[src/ryw_pkg.sv]
// ----------------------------------------------------------------------------
// ryw_pkg: shared types and constants of the RGB to YUV 4:2:0 plane writer
// Payload structs, register map, Q16 color matrix constants and the
// fixed-point saturation helper.
// ----------------------------------------------------------------------------
package ryw_pkg;

	// frame geometry limits
	localparam int MAX_WIDTH  = 4096;
	localparam int MAX_HEIGHT = 4096;
	localparam int COUNT_W    = $clog2(MAX_WIDTH);
	localparam int ROWCNT_W   = $clog2(MAX_HEIGHT);
	localparam int SIZE_W     = 13;
	localparam int STRIDE_W   = 14;
	localparam int STEP_W     = 3;
	localparam int OFFSET_W   = 26;
	localparam int PIX_W      = 8;

	// widths that follow from the limits
	localparam logic [SIZE_W-1:0] WIDTH_LIMIT   = SIZE_W'(MAX_WIDTH);
	localparam logic [SIZE_W-1:0] HEIGHT_LIMIT  = SIZE_W'(MAX_HEIGHT);
	localparam logic [SIZE_W-1:0] BT601_MAX_COL = SIZE_W'(720);

	// configuration port
	localparam int DATA_W = 32;
	localparam int ADDR_W = 5;
	localparam int REG_IDX_W = ADDR_W - 2;
	localparam logic [REG_IDX_W-1:0] REG_IMAGE_WIDTH       = 3'd0;
	localparam logic [REG_IDX_W-1:0] REG_IMAGE_HEIGHT      = 3'd1;
	localparam logic [REG_IDX_W-1:0] REG_GRAY_INPUT        = 3'd2;
	localparam logic [REG_IDX_W-1:0] REG_LUMA_STRIDE       = 3'd3;
	localparam logic [REG_IDX_W-1:0] REG_CHROMA_ROW_STRIDE = 3'd4;
	localparam logic [REG_IDX_W-1:0] REG_CHROMA_PIXEL_STEP = 3'd5;

	// Q16 matrix coefficients, magnitudes; signs are fixed per output
	localparam int COEF_W = 16;
	localparam logic [COEF_W-1:0] Y601_R  = 16'd16843;
	localparam logic [COEF_W-1:0] Y601_G  = 16'd33030;
	localparam logic [COEF_W-1:0] Y601_B  = 16'd6423;
	localparam logic [COEF_W-1:0] Y709_R  = 16'd11993;
	localparam logic [COEF_W-1:0] Y709_G  = 16'd40239;
	localparam logic [COEF_W-1:0] Y709_B  = 16'd4063;
	localparam logic [COEF_W-1:0] CB601_R = 16'd9699;
	localparam logic [COEF_W-1:0] CB601_G = 16'd19071;
	localparam logic [COEF_W-1:0] CB709_R = 16'd6619;
	localparam logic [COEF_W-1:0] CB709_G = 16'd22217;
	localparam logic [COEF_W-1:0] C_MAIN  = 16'd28770;
	localparam logic [COEF_W-1:0] CR601_G = 16'd24117;
	localparam logic [COEF_W-1:0] CR601_B = 16'd4653;
	localparam logic [COEF_W-1:0] CR709_G = 16'd26149;
	localparam logic [COEF_W-1:0] CR709_B = 16'd2621;

	// accumulator geometry
	localparam int FRAC_W = 16;
	localparam int PROD_W = PIX_W + COEF_W;
	localparam int ACC_W  = PROD_W + 3;
	localparam logic [ACC_W-1:0] Y_BIAS = ACC_W'(16) << FRAC_W;
	localparam logic [ACC_W-1:0] C_BIAS = ACC_W'(128) << FRAC_W;

	// queue depths
	localparam int MID_DEPTH = 4;
	localparam int MID_PTR_W = $clog2(MID_DEPTH);
	localparam int OUT_DEPTH = 4;
	localparam int OUT_PTR_W = $clog2(OUT_DEPTH);

	typedef struct packed {
		logic [PIX_W-1:0] red_or_gray;
		logic [PIX_W-1:0] green;
		logic [PIX_W-1:0] blue;
	} pix_in_t;

	typedef struct packed {
		logic [PIX_W-1:0]    luma;
		logic [OFFSET_W-1:0] luma_offset;
		logic                chroma_valid;
		logic [PIX_W-1:0]    blue_diff;
		logic [PIX_W-1:0]    red_diff;
		logic [OFFSET_W-1:0] chroma_offset;
		logic                frame_last;
	} pix_out_t;

	typedef struct packed {
		logic [SIZE_W-1:0]   image_width;
		logic [SIZE_W-1:0]   image_height;
		logic                gray_input;
		logic [STRIDE_W-1:0] luma_stride;
		logic [STRIDE_W-1:0] chroma_row_stride;
		logic [STEP_W-1:0]   chroma_pixel_step;
	} cfg_t;

	// classified pixel handed from front to back
	typedef struct packed {
		logic [PIX_W-1:0]    red;
		logic [PIX_W-1:0]    green;
		logic [PIX_W-1:0]    blue;
		logic [COUNT_W-1:0]  column;
		logic [ROWCNT_W-1:0] row;
		logic                chroma;
		logic                bt601;
		logic                frame_last;
	} mid_entry_t;

	// floor a Q16 sum and clamp it to 0..255
	function automatic logic [PIX_W-1:0] sat_q16(input logic [ACC_W-1:0] acc);
		logic [PIX_W-1:0] res;
		if (acc[ACC_W-1]) begin
			res = '0;
		end else if (|acc[ACC_W-2:FRAC_W+PIX_W]) begin
			res = '1;
		end else begin
			res = acc[FRAC_W+PIX_W-1:FRAC_W];
		end
		return res;
	endfunction

endpackage

[src/ryw_cfg.sv]
// ----------------------------------------------------------------------------
// ryw_cfg: configuration register file
// APB-style register block holding frame size, input mode and plane strides.
// ----------------------------------------------------------------------------
module ryw_cfg (
	input  logic                       clk,
	input  logic                       arst_n,
	input  logic                       psel,
	input  logic                       penable,
	input  logic                       pwrite,
	input  logic [ryw_pkg::ADDR_W-1:0] paddr,
	input  logic [ryw_pkg::DATA_W-1:0] pwdata,
	output logic [ryw_pkg::DATA_W-1:0] prdata,
	output logic                       pready,
	output ryw_pkg::cfg_t              cfg
);
	import ryw_pkg::*;

	cfg_t                 cfg_q;
	logic [REG_IDX_W-1:0] reg_idx;
	logic                 wr_en;

	assign reg_idx = paddr[ADDR_W-1:2];
	assign wr_en   = psel && penable && pwrite;
	assign pready  = 1'b1;
	assign cfg     = cfg_q;

	// register writes
	always_ff @(posedge clk or negedge arst_n) begin
		if (!arst_n) begin
			cfg_q.image_width       <= SIZE_W'(720);
			cfg_q.image_height      <= SIZE_W'(576);
			cfg_q.gray_input        <= 1'b0;
			cfg_q.luma_stride       <= STRIDE_W'(720);
			cfg_q.chroma_row_stride <= STRIDE_W'(360);
			cfg_q.chroma_pixel_step <= STEP_W'(1);
		end else if (wr_en) begin
			unique case (reg_idx)
				REG_IMAGE_WIDTH:       cfg_q.image_width       <= pwdata[SIZE_W-1:0];
				REG_IMAGE_HEIGHT:      cfg_q.image_height      <= pwdata[SIZE_W-1:0];
				REG_GRAY_INPUT:        cfg_q.gray_input        <= pwdata[0];
				REG_LUMA_STRIDE:       cfg_q.luma_stride       <= pwdata[STRIDE_W-1:0];
				REG_CHROMA_ROW_STRIDE: cfg_q.chroma_row_stride <= pwdata[STRIDE_W-1:0];
				REG_CHROMA_PIXEL_STEP: cfg_q.chroma_pixel_step <= pwdata[STEP_W-1:0];
				default: ;
			endcase
		end
	end

	// read mux
	always_comb begin
		prdata = '0;
		unique case (reg_idx)
			REG_IMAGE_WIDTH:       prdata = DATA_W'(cfg_q.image_width);
			REG_IMAGE_HEIGHT:      prdata = DATA_W'(cfg_q.image_height);
			REG_GRAY_INPUT:        prdata = DATA_W'(cfg_q.gray_input);
			REG_LUMA_STRIDE:       prdata = DATA_W'(cfg_q.luma_stride);
			REG_CHROMA_ROW_STRIDE: prdata = DATA_W'(cfg_q.chroma_row_stride);
			REG_CHROMA_PIXEL_STEP: prdata = DATA_W'(cfg_q.chroma_pixel_step);
			default:               prdata = '0;
		endcase
	end

endmodule

[src/ryw_front.sv]
// ----------------------------------------------------------------------------
// ryw_front: pixel intake and classification
// Tracks column and row, picks the color matrix, flags chroma sites and the
// end of frame, and queues the classified pixel for the arithmetic back end.
// ----------------------------------------------------------------------------
module ryw_front (
	input  logic                clk,
	input  logic                arst_n,
	input  ryw_pkg::cfg_t       cfg,
	input  logic                push,
	input  ryw_pkg::pix_in_t    pixel,
	output logic                full,
	output logic                mid_valid,
	output ryw_pkg::mid_entry_t mid_entry,
	input  logic                mid_take
);
	import ryw_pkg::*;

	logic [COUNT_W-1:0]  col_q;
	logic [ROWCNT_W-1:0] row_q;
	logic [SIZE_W-1:0]   width_eff;
	logic [SIZE_W-1:0]   height_eff;
	logic                row_end;
	logic                frame_end;
	logic                accept;
	mid_entry_t          entry;

	mid_entry_t          mem_q [MID_DEPTH];
	logic [MID_PTR_W-1:0] wr_ptr_q;
	logic [MID_PTR_W-1:0] rd_ptr_q;
	logic [MID_PTR_W:0]   cnt_q;

	// effective frame size, clamped to the supported range
	always_comb begin
		if (cfg.image_width == '0) begin
			width_eff = SIZE_W'(1);
		end else if (cfg.image_width > WIDTH_LIMIT) begin
			width_eff = WIDTH_LIMIT;
		end else begin
			width_eff = cfg.image_width;
		end
		if (cfg.image_height == '0) begin
			height_eff = SIZE_W'(1);
		end else if (cfg.image_height > HEIGHT_LIMIT) begin
			height_eff = HEIGHT_LIMIT;
		end else begin
			height_eff = cfg.image_height;
		end
	end

	// position flags
	assign row_end   = (SIZE_W'(col_q) + SIZE_W'(1)) >= width_eff;
	assign frame_end = row_end && ((SIZE_W'(row_q) + SIZE_W'(1)) >= height_eff);
	assign accept    = push && !full;

	// classify the incoming pixel
	always_comb begin
		entry.red        = pixel.red_or_gray;
		entry.green      = cfg.gray_input ? pixel.red_or_gray : pixel.green;
		entry.blue       = cfg.gray_input ? pixel.red_or_gray : pixel.blue;
		entry.column     = col_q;
		entry.row        = row_q;
		entry.chroma     = !col_q[0] && !row_q[0];
		entry.bt601      = width_eff <= BT601_MAX_COL;
		entry.frame_last = frame_end;
	end

	// raster counters
	always_ff @(posedge clk or negedge arst_n) begin
		if (!arst_n) begin
			col_q <= '0;
			row_q <= '0;
		end else if (accept) begin
			if (frame_end) begin
				col_q <= '0;
				row_q <= '0;
			end else if (row_end) begin
				col_q <= '0;
				row_q <= row_q + ROWCNT_W'(1);
			end else begin
				col_q <= col_q + COUNT_W'(1);
			end
		end
	end

	// queue between front and back
	always_ff @(posedge clk) begin
		if (accept) begin
			mem_q[wr_ptr_q] <= entry;
		end
	end

	always_ff @(posedge clk or negedge arst_n) begin
		if (!arst_n) begin
			wr_ptr_q <= '0;
			rd_ptr_q <= '0;
			cnt_q    <= '0;
		end else begin
			if (accept) begin
				wr_ptr_q <= wr_ptr_q + MID_PTR_W'(1);
			end
			if (mid_take) begin
				rd_ptr_q <= rd_ptr_q + MID_PTR_W'(1);
			end
			if (accept && !mid_take) begin
				cnt_q <= cnt_q + (MID_PTR_W+1)'(1);
			end else if (!accept && mid_take) begin
				cnt_q <= cnt_q - (MID_PTR_W+1)'(1);
			end
		end
	end

	assign full      = cnt_q == (MID_PTR_W+1)'(MID_DEPTH);
	assign mid_valid = cnt_q != '0;
	assign mid_entry = mem_q[rd_ptr_q];

endmodule

[src/ryw_back.sv]
// ----------------------------------------------------------------------------
// ryw_back: color matrix and plane offsets
// Multiplies in one stage, sums, floors and clamps into the result queue.
// Issue from the front queue is credit based on free result slots.
// ----------------------------------------------------------------------------
module ryw_back (
	input  logic                clk,
	input  logic                arst_n,
	input  ryw_pkg::cfg_t       cfg,
	input  logic                mid_valid,
	input  ryw_pkg::mid_entry_t mid_entry,
	output logic                mid_take,
	input  logic                pop,
	output logic                empty,
	output ryw_pkg::pix_out_t   result
);
	import ryw_pkg::*;

	localparam int CCOL_W = COUNT_W - 1 + STEP_W;

	// selected coefficients
	logic [COEF_W-1:0] cy_r, cy_g, cy_b, ccb_r, ccb_g, ccr_g, ccr_b;

	// multiply stage
	logic                  v_s1;
	logic [PROD_W-1:0]     y_r_s1, y_g_s1, y_b_s1;
	logic [PROD_W-1:0]     cb_r_s1, cb_g_s1, cb_b_s1;
	logic [PROD_W-1:0]     cr_r_s1, cr_g_s1, cr_b_s1;
	logic [OFFSET_W-1:0]   loff_s1;
	logic [COUNT_W-1:0]    col_s1;
	logic [OFFSET_W-1:0]   crow_s1;
	logic [CCOL_W-1:0]     ccol_s1;
	logic                  chroma_s1;
	logic                  last_s1;

	// sums
	logic [ACC_W-1:0] acc_y, acc_cb, acc_cr;
	pix_out_t         res;

	// result queue
	pix_out_t             out_mem_q [OUT_DEPTH];
	logic [OUT_PTR_W-1:0] out_wr_q;
	logic [OUT_PTR_W-1:0] out_rd_q;
	logic [OUT_PTR_W:0]   out_cnt_q;
	logic [OUT_PTR_W:0]   in_use;
	logic                 out_pop;

	// issue only when a result slot is certain to be free
	assign in_use   = out_cnt_q + (OUT_PTR_W+1)'(v_s1);
	assign mid_take = mid_valid && (in_use < (OUT_PTR_W+1)'(OUT_DEPTH));

	// matrix select
	always_comb begin
		if (mid_entry.bt601) begin
			cy_r  = Y601_R;
			cy_g  = Y601_G;
			cy_b  = Y601_B;
			ccb_r = CB601_R;
			ccb_g = CB601_G;
			ccr_g = CR601_G;
			ccr_b = CR601_B;
		end else begin
			cy_r  = Y709_R;
			cy_g  = Y709_G;
			cy_b  = Y709_B;
			ccb_r = CB709_R;
			ccb_g = CB709_G;
			ccr_g = CR709_G;
			ccr_b = CR709_B;
		end
	end

	// multiply stage registers
	always_ff @(posedge clk or negedge arst_n) begin
		if (!arst_n) begin
			v_s1 <= 1'b0;
		end else begin
			v_s1 <= mid_take;
		end
	end

	always_ff @(posedge clk) begin
		if (mid_take) begin
			y_r_s1    <= PROD_W'(mid_entry.red)   * PROD_W'(cy_r);
			y_g_s1    <= PROD_W'(mid_entry.green) * PROD_W'(cy_g);
			y_b_s1    <= PROD_W'(mid_entry.blue)  * PROD_W'(cy_b);
			cb_r_s1   <= PROD_W'(mid_entry.red)   * PROD_W'(ccb_r);
			cb_g_s1   <= PROD_W'(mid_entry.green) * PROD_W'(ccb_g);
			cb_b_s1   <= PROD_W'(mid_entry.blue)  * PROD_W'(C_MAIN);
			cr_r_s1   <= PROD_W'(mid_entry.red)   * PROD_W'(C_MAIN);
			cr_g_s1   <= PROD_W'(mid_entry.green) * PROD_W'(ccr_g);
			cr_b_s1   <= PROD_W'(mid_entry.blue)  * PROD_W'(ccr_b);
			loff_s1   <= OFFSET_W'(mid_entry.row) * OFFSET_W'(cfg.luma_stride);
			col_s1    <= mid_entry.column;
			crow_s1   <= OFFSET_W'(mid_entry.row[ROWCNT_W-1:1])
				* OFFSET_W'(cfg.chroma_row_stride);
			ccol_s1   <= CCOL_W'(mid_entry.column[COUNT_W-1:1])
				* CCOL_W'(cfg.chroma_pixel_step);
			chroma_s1 <= mid_entry.chroma;
			last_s1   <= mid_entry.frame_last;
		end
	end

	// sum, floor and clamp
	assign acc_y  = Y_BIAS + ACC_W'(y_r_s1) + ACC_W'(y_g_s1) + ACC_W'(y_b_s1);
	assign acc_cb = C_BIAS + ACC_W'(cb_b_s1) - ACC_W'(cb_r_s1) - ACC_W'(cb_g_s1);
	assign acc_cr = C_BIAS + ACC_W'(cr_r_s1) - ACC_W'(cr_g_s1) - ACC_W'(cr_b_s1);

	always_comb begin
		res.luma          = sat_q16(acc_y);
		res.luma_offset   = loff_s1 + OFFSET_W'(col_s1);
		res.chroma_valid  = chroma_s1;
		res.blue_diff     = chroma_s1 ? sat_q16(acc_cb) : '0;
		res.red_diff      = chroma_s1 ? sat_q16(acc_cr) : '0;
		res.chroma_offset = chroma_s1 ? (crow_s1 + OFFSET_W'(ccol_s1)) : '0;
		res.frame_last    = last_s1;
	end

	// result queue
	assign out_pop = pop && !empty;

	always_ff @(posedge clk) begin
		if (v_s1) begin
			out_mem_q[out_wr_q] <= res;
		end
	end

	always_ff @(posedge clk or negedge arst_n) begin
		if (!arst_n) begin
			out_wr_q  <= '0;
			out_rd_q  <= '0;
			out_cnt_q <= '0;
		end else begin
			if (v_s1) begin
				out_wr_q <= out_wr_q + OUT_PTR_W'(1);
			end
			if (out_pop) begin
				out_rd_q <= out_rd_q + OUT_PTR_W'(1);
			end
			if (v_s1 && !out_pop) begin
				out_cnt_q <= out_cnt_q + (OUT_PTR_W+1)'(1);
			end else if (!v_s1 && out_pop) begin
				out_cnt_q <= out_cnt_q - (OUT_PTR_W+1)'(1);
			end
		end
	end

	assign empty  = out_cnt_q == '0;
	assign result = out_mem_q[out_rd_q];

endmodule

[src/rgb_to_yuv420_plane_writer_unit.sv]
// ----------------------------------------------------------------------------
// rgb_to_yuv420_plane_writer_unit: RGB to Y'CbCr 4:2:0 plane writer
// Converts raster pixels to limited-range luma for every pixel and Cb/Cr on
// even rows and columns, with byte offsets into the luma and chroma planes.
//
//   channel   direction   handshake             payload
//   pixel     in          push / full           pix_in_t  (r or gray, g, b)
//   result    out         pop / empty           pix_out_t (Y, Cb, Cr, offsets)
//   config    in          psel/penable/pready   32-bit registers at 4*index
//
// One pixel per clock sustained while pops keep up; a request reaches the
// result ports via the front queue, one multiply stage, result queue write.
// Issue into the multiply stage is bounded by free slots in the four-entry
// result queue, so pops that stall back up into the four-entry front queue.
// Reset clears counters, queue pointers and registers; no clearing pass.
// ----------------------------------------------------------------------------
module rgb_to_yuv420_plane_writer_unit (
	input  logic                       clk,
	input  logic                       arst_n,
	input  logic                       psel,
	input  logic                       penable,
	input  logic                       pwrite,
	input  logic [ryw_pkg::ADDR_W-1:0] paddr,
	input  logic [ryw_pkg::DATA_W-1:0] pwdata,
	output logic [ryw_pkg::DATA_W-1:0] prdata,
	output logic                       pready,
	input  logic                       push,
	input  ryw_pkg::pix_in_t           pixel,
	output logic                       full,
	input  logic                       pop,
	output logic                       empty,
	output ryw_pkg::pix_out_t          result
);
	import ryw_pkg::*;

	cfg_t       cfg;
	logic       mid_valid;
	mid_entry_t mid_entry;
	logic       mid_take;

	// register file
	ryw_cfg u_cfg (
		.clk     (clk),
		.arst_n  (arst_n),
		.psel    (psel),
		.penable (penable),
		.pwrite  (pwrite),
		.paddr   (paddr),
		.pwdata  (pwdata),
		.prdata  (prdata),
		.pready  (pready),
		.cfg     (cfg)
	);

	// intake and classification
	ryw_front u_front (
		.clk       (clk),
		.arst_n    (arst_n),
		.cfg       (cfg),
		.push      (push),
		.pixel     (pixel),
		.full      (full),
		.mid_valid (mid_valid),
		.mid_entry (mid_entry),
		.mid_take  (mid_take)
	);

	// arithmetic and result queue
	ryw_back u_back (
		.clk       (clk),
		.arst_n    (arst_n),
		.cfg       (cfg),
		.mid_valid (mid_valid),
		.mid_entry (mid_entry),
		.mid_take  (mid_take),
		.pop       (pop),
		.empty     (empty),
		.result    (result)
	);

`ifndef SYNTHESIS
	// back end never draws from an empty front queue
	assert property (@(posedge clk) disable iff (!arst_n) mid_take |-> mid_valid)
		else $error("back end took a request from an empty front queue");

	// non-chroma sites carry zero chroma fields
	assert property (@(posedge clk) disable iff (!arst_n)
		(!empty && !result.chroma_valid) |->
		(result.blue_diff == '0 && result.red_diff == '0 && result.chroma_offset == '0))
		else $error("chroma fields set on a non-chroma site");

	// limited-range luma stays within 16..235
	assert property (@(posedge clk) disable iff (!arst_n)
		!empty |-> (result.luma >= 8'd16 && result.luma <= 8'd235))
		else $error("luma outside limited range");

	// a request taken by the back end reaches the result queue via the multiply stage register
	assert property (@(posedge clk) disable iff (!arst_n)
		mid_take |=> ##1 !empty)
		else $error("issued request did not reach the result queue");
`endif

endmodule

[config.mk]
export PLATFORM = sky130hd
export DESIGN_NAME = rgb_to_yuv420_plane_writer_unit
export DESIGN_NICKNAME = d
export VERILOG_FILES = /design/src/ryw_pkg.sv /design/src/ryw_cfg.sv /design/src/ryw_front.sv /design/src/ryw_back.sv /design/src/rgb_to_yuv420_plane_writer_unit.sv
export SDC_FILE = /design/constraint.sdc
export NUM_CORES = 2
export LEC_CHECK = 0
export ABC_AREA = 1
export BUFFER_PORTS_ARGS = -buffer_cell sky130_fd_sc_hd__buf_2
export CELL_PAD_IN_SITES_DETAIL_PLACEMENT = 0
export CELL_PAD_IN_SITES_GLOBAL_PLACEMENT = 1
export CORE_MARGIN = 10
export CORE_UTILIZATION = 41
export DETAILED_ROUTE_END_ITERATION = 7
export GPL_TIMING_DRIVEN = 0
export PLACE_DENSITY = 0.79
export SLEW_MARGIN = 20
export SYNTH_ARGS = -nofsm -noshare
export SYNTH_HDL_FRONTEND = slang
export SYNTH_SLANG_ARGS = --single-unit
[constraint.sdc]
create_clock -name clk -period 27.5 [get_ports clk]
set_clock_uncertainty 0.2 [all_clocks]
set_input_delay 4.125 -clock clk [delete_from_list [all_inputs] [get_ports clk]]
set_output_delay 4.125 -clock clk [all_outputs]
set_load 0.03 [all_outputs]
==> results.toml <==
[cts]
htree_levels = 3
cts_root_buf = "clkbuf_16"
postCtsSetupRepairBufs = 0
cts.clk_slew.worst_paths_ns = 0.06
cts_resized = 0
cts_sinks = 890
clkLatencyLatePin_ns = 0.74
cts_made_buffers = 96
cts_tree = "built"
ctsHoldBuffers = 0
clockBufferDepth = 3

[yosys]
synth_fa_ha_area_share_pct = 30.5
synth_seq_area_share_pct = 35.8
synthMuxAreaShare_pct = 0.0307
synth.avg_cell_area_um2 = 9.49
synth_enable_flop_cells = 793
syn_inst = 7722
ys.flop_type = "edfxtp_1"
synth-seq-cells = 890
synth_top_family_by_area = "adder cells"
ys_types = 59
syn_area_mm2 = 0.0733
synthSimpleGateAreaFrac_pct = 14.1
synth-xor-area-share_pct = 2.89
synth-compound-area-share_pct = 8.25
async_flop_share_pct = 10.9
yosysWarnings = 0

[timing]
setup_viol_count_final = 0
finalCriticalPeriod_ns = 10.05
fmax_mhz = 99.5
hold_viol_final = 0
timing.final.crit_share_pct = 36.6
tightestPinTransition_ns = 1.08
slew_headroom_pct = 28.2
rsz0062_at_grt = "no"
slew_viol_final = 0

[global_route]
antenna_found_initial = 6
grt_max_degree = 69
grt_usage_pct = 21.1
grt_pass1_wl_um = 324000
first_global_vias = 55700
grt_overflow = 0

[setup_path]
critical_path_class = "input port to primary output"
crit_chain = "clkbuf_1 -> nor3_2 -> clkbuf_1 -> a221oi_1 -> o221ai_1 -> buf_2"
endpoint_kind = "primary output"
cpMostUsedCell = "clkbuf_1"
critPathBufInv = 3
cp_max_fo = 10
reg2reg_to = "u_back.cb_g_s1[19]"
critPathTopFamily = "buffers and inverters"
slowest_stage = "clkbuf_1"
arrival_ns = 5.73
reg2reg_slack_ns = 20.49
crit_required_ns = 23.17
r2r_start = "u_front.rd_ptr_q[1]"
worstSetupStartpointType = "input port"
rr_worst_depth = 23
cp_slowest_stage_delay_ns = 0.44

[floorplanning]
die_w_um = 443
die_height_um = 443
core_area_mm2 = 0.178
initial_core_util_pct = 41.2
die_area_mm2 = 0.196
num_io_pins = 181
fp-row-count = 155

[finish]
utilization_pct = 45.7
fin_nets = 9538
area.growth.synth_to_final_pct = 11.0
layoutNonFillerInstCount = 10500
diodes = 0
drive_above_1_share_pct = 6.62

[flow_run]
maxCapViolations = 0

[route]
drtIter0Drc = 3986
drc = 0
drtPass1Iterations = 6
routed_wl_um = 208000
detail-route-antenna-nets = 0
wire_per_inst_um = 19.9
vias = 54500
vias_per_cell = 5.19

[hold_path]
holdPathStages = 2
hold_start = "u_cfg.cfg[24]"
hold_path.class = "register to register"
worstHoldEndpoint = "u_cfg.cfg[24]"

[placement]
portBuffers = 140
dp_hpwl_um = 169000
dpl.cell_count = 10300
gp_congestion = 0.947

[run_status]
status = "finished clean"
==> per-layer routing <==
metal  part of all wire [%]  track usage (%)  wire length (um)
met1                     44             28.1             91600
met2                     47             35.0             97500
met3                    5.6             3.27             11700
met4                    3.6             6.99              7590
met5                  0.017                0                36
==> cell usage in the layout, fill, tap and decap left out, types with 26 or more instances in the layout <==
master,instances
dfrtp_1,82
nand3b_1,26
nand2_1,1383
buf_4,52
clkbuf_1,112
a21o_1,40
nor3_1,55
xor2_1,165
xnor2_1,77
ha_1,778
inv_1,1349
clkbuf_16,96
a21oi_1,358
o22ai_1,106
o21ai_0,403
conb_1,35
fa_1,629
buf_2,190
nand3_1,259
nor2_1,712
buf_6,34
o21bai_1,27
edfxtp_1,793
nand4_1,61
==> synthesized netlist by cell type, types with 82 or more instances <==
cell type | n | area, um^2
nand2_1 | 1383 | 5190
inv_1 | 1353 | 5080
edfxtp_1 | 793 | 23800
ha_1 | 778 | 9730
nor2_1 | 718 | 2700
fa_1 | 629 | 12600
o21ai_0 | 403 | 2020
a21oi_1 | 358 | 1790
nand3_1 | 259 | 1300
xor2_1 | 165 | 1450
o22ai_1 | 106 | 663
clkbuf_1 | 87 | 327
dfrtp_1 | 82 | 2050
==> stage by stage <==
stage | cell area, um^2 | TNS [ns] | setup slack, ns | hold WS, ns
global route | 81400 | 0 | 17.30 | 0.338
detailed placement | 78200 | 0 | 17.46 | 0.274
global placement | 77000 | -295.19 | -2.90 | 0.269
floorplan | 73400 | 0 | 5.58 | 0.253
finish | 81400 | 0 | 17.45 | 0.291
CTS | 81300 | 0 | 17.45 | 0.291
==> sequential cells by signal (all words and copies together), names as in the netlist, 22 cells and up <==
| name | count |
|---|---|
| u_back.cb_g_s1 | 23 |
| u_back.out_mem_q | 312 |
| u_back.crow_s1 | 25 |
| u_front.mem_q | 204 |
| u_back.loff_s1 | 26 |
| u_back.y_b_s1 | 23 |
| u_back.cr_g_s1 | 22 |
| u_cfg.cfg | 58 |
| u_back.y_g_s1 | 24 |
| u_back.y_r_s1 | 24 |
==> tightest hold or removal path: cells and delay by family, from the launching register on <==
family             cells  cell delay (ns)
and+or+nand+nor        1             0.06
AOI/OAI and AO/OA      1             0.05
DFF                    1             0.38
==> layout make-up <==
| class | instances | area (um^2) |
|---|---|---|
| Buffer | 190 | 943 |
| Clock buffer | 125 | 2550 |
| Clock inverter | 50 | 573 |
| Fill cell | 16900 | 96700 |
| Inverter | 1381 | 5210 |
| Multi-Input combinational cell | 5294 | 41200 |
| Sequential cell | 890 | 26300 |
| Tap cell | 2355 | 2950 |
| Timing Repair Buffer | 210 | 1650 |
==> cell families (layout without fill, tap and decap cells) <==
kind of cell / Yosys count / count (layout)
compound gates: 1058 / 1058
fa+ha+maj: 1407 / 1407
xor+xnor: 242 / 242
simple gates: 2550 / 2550
flops: 890 / 890
mux: 2 / 2
buf+inv: 1571 / 1956
other cells: 2 / 35
==> worst max-delay path by stage <==
| stage | from | endpoint | slack (ns) | cells after the start |
|---|---|---|---|---|
| floorplan | u_back.v_s1 | u_front.cnt_q[1] | 5.58 | 10 |
| global placement | u_front.cnt_q[0] | u_front.cnt_q[1] | -2.90 | 7 |
| detailed placement | paddr[4] | prdata[2] | 17.46 | 6 |
| CTS | paddr[4] | prdata[2] | 17.45 | 6 |
| global route | paddr[4] | prdata[2] | 17.30 | 6 |
| finish | paddr[4] | prdata[2] | 17.45 | 6 |
Power is not shown: default switching activity piles up to over one toggle a cycle in this logic, so the estimate is an artifact.
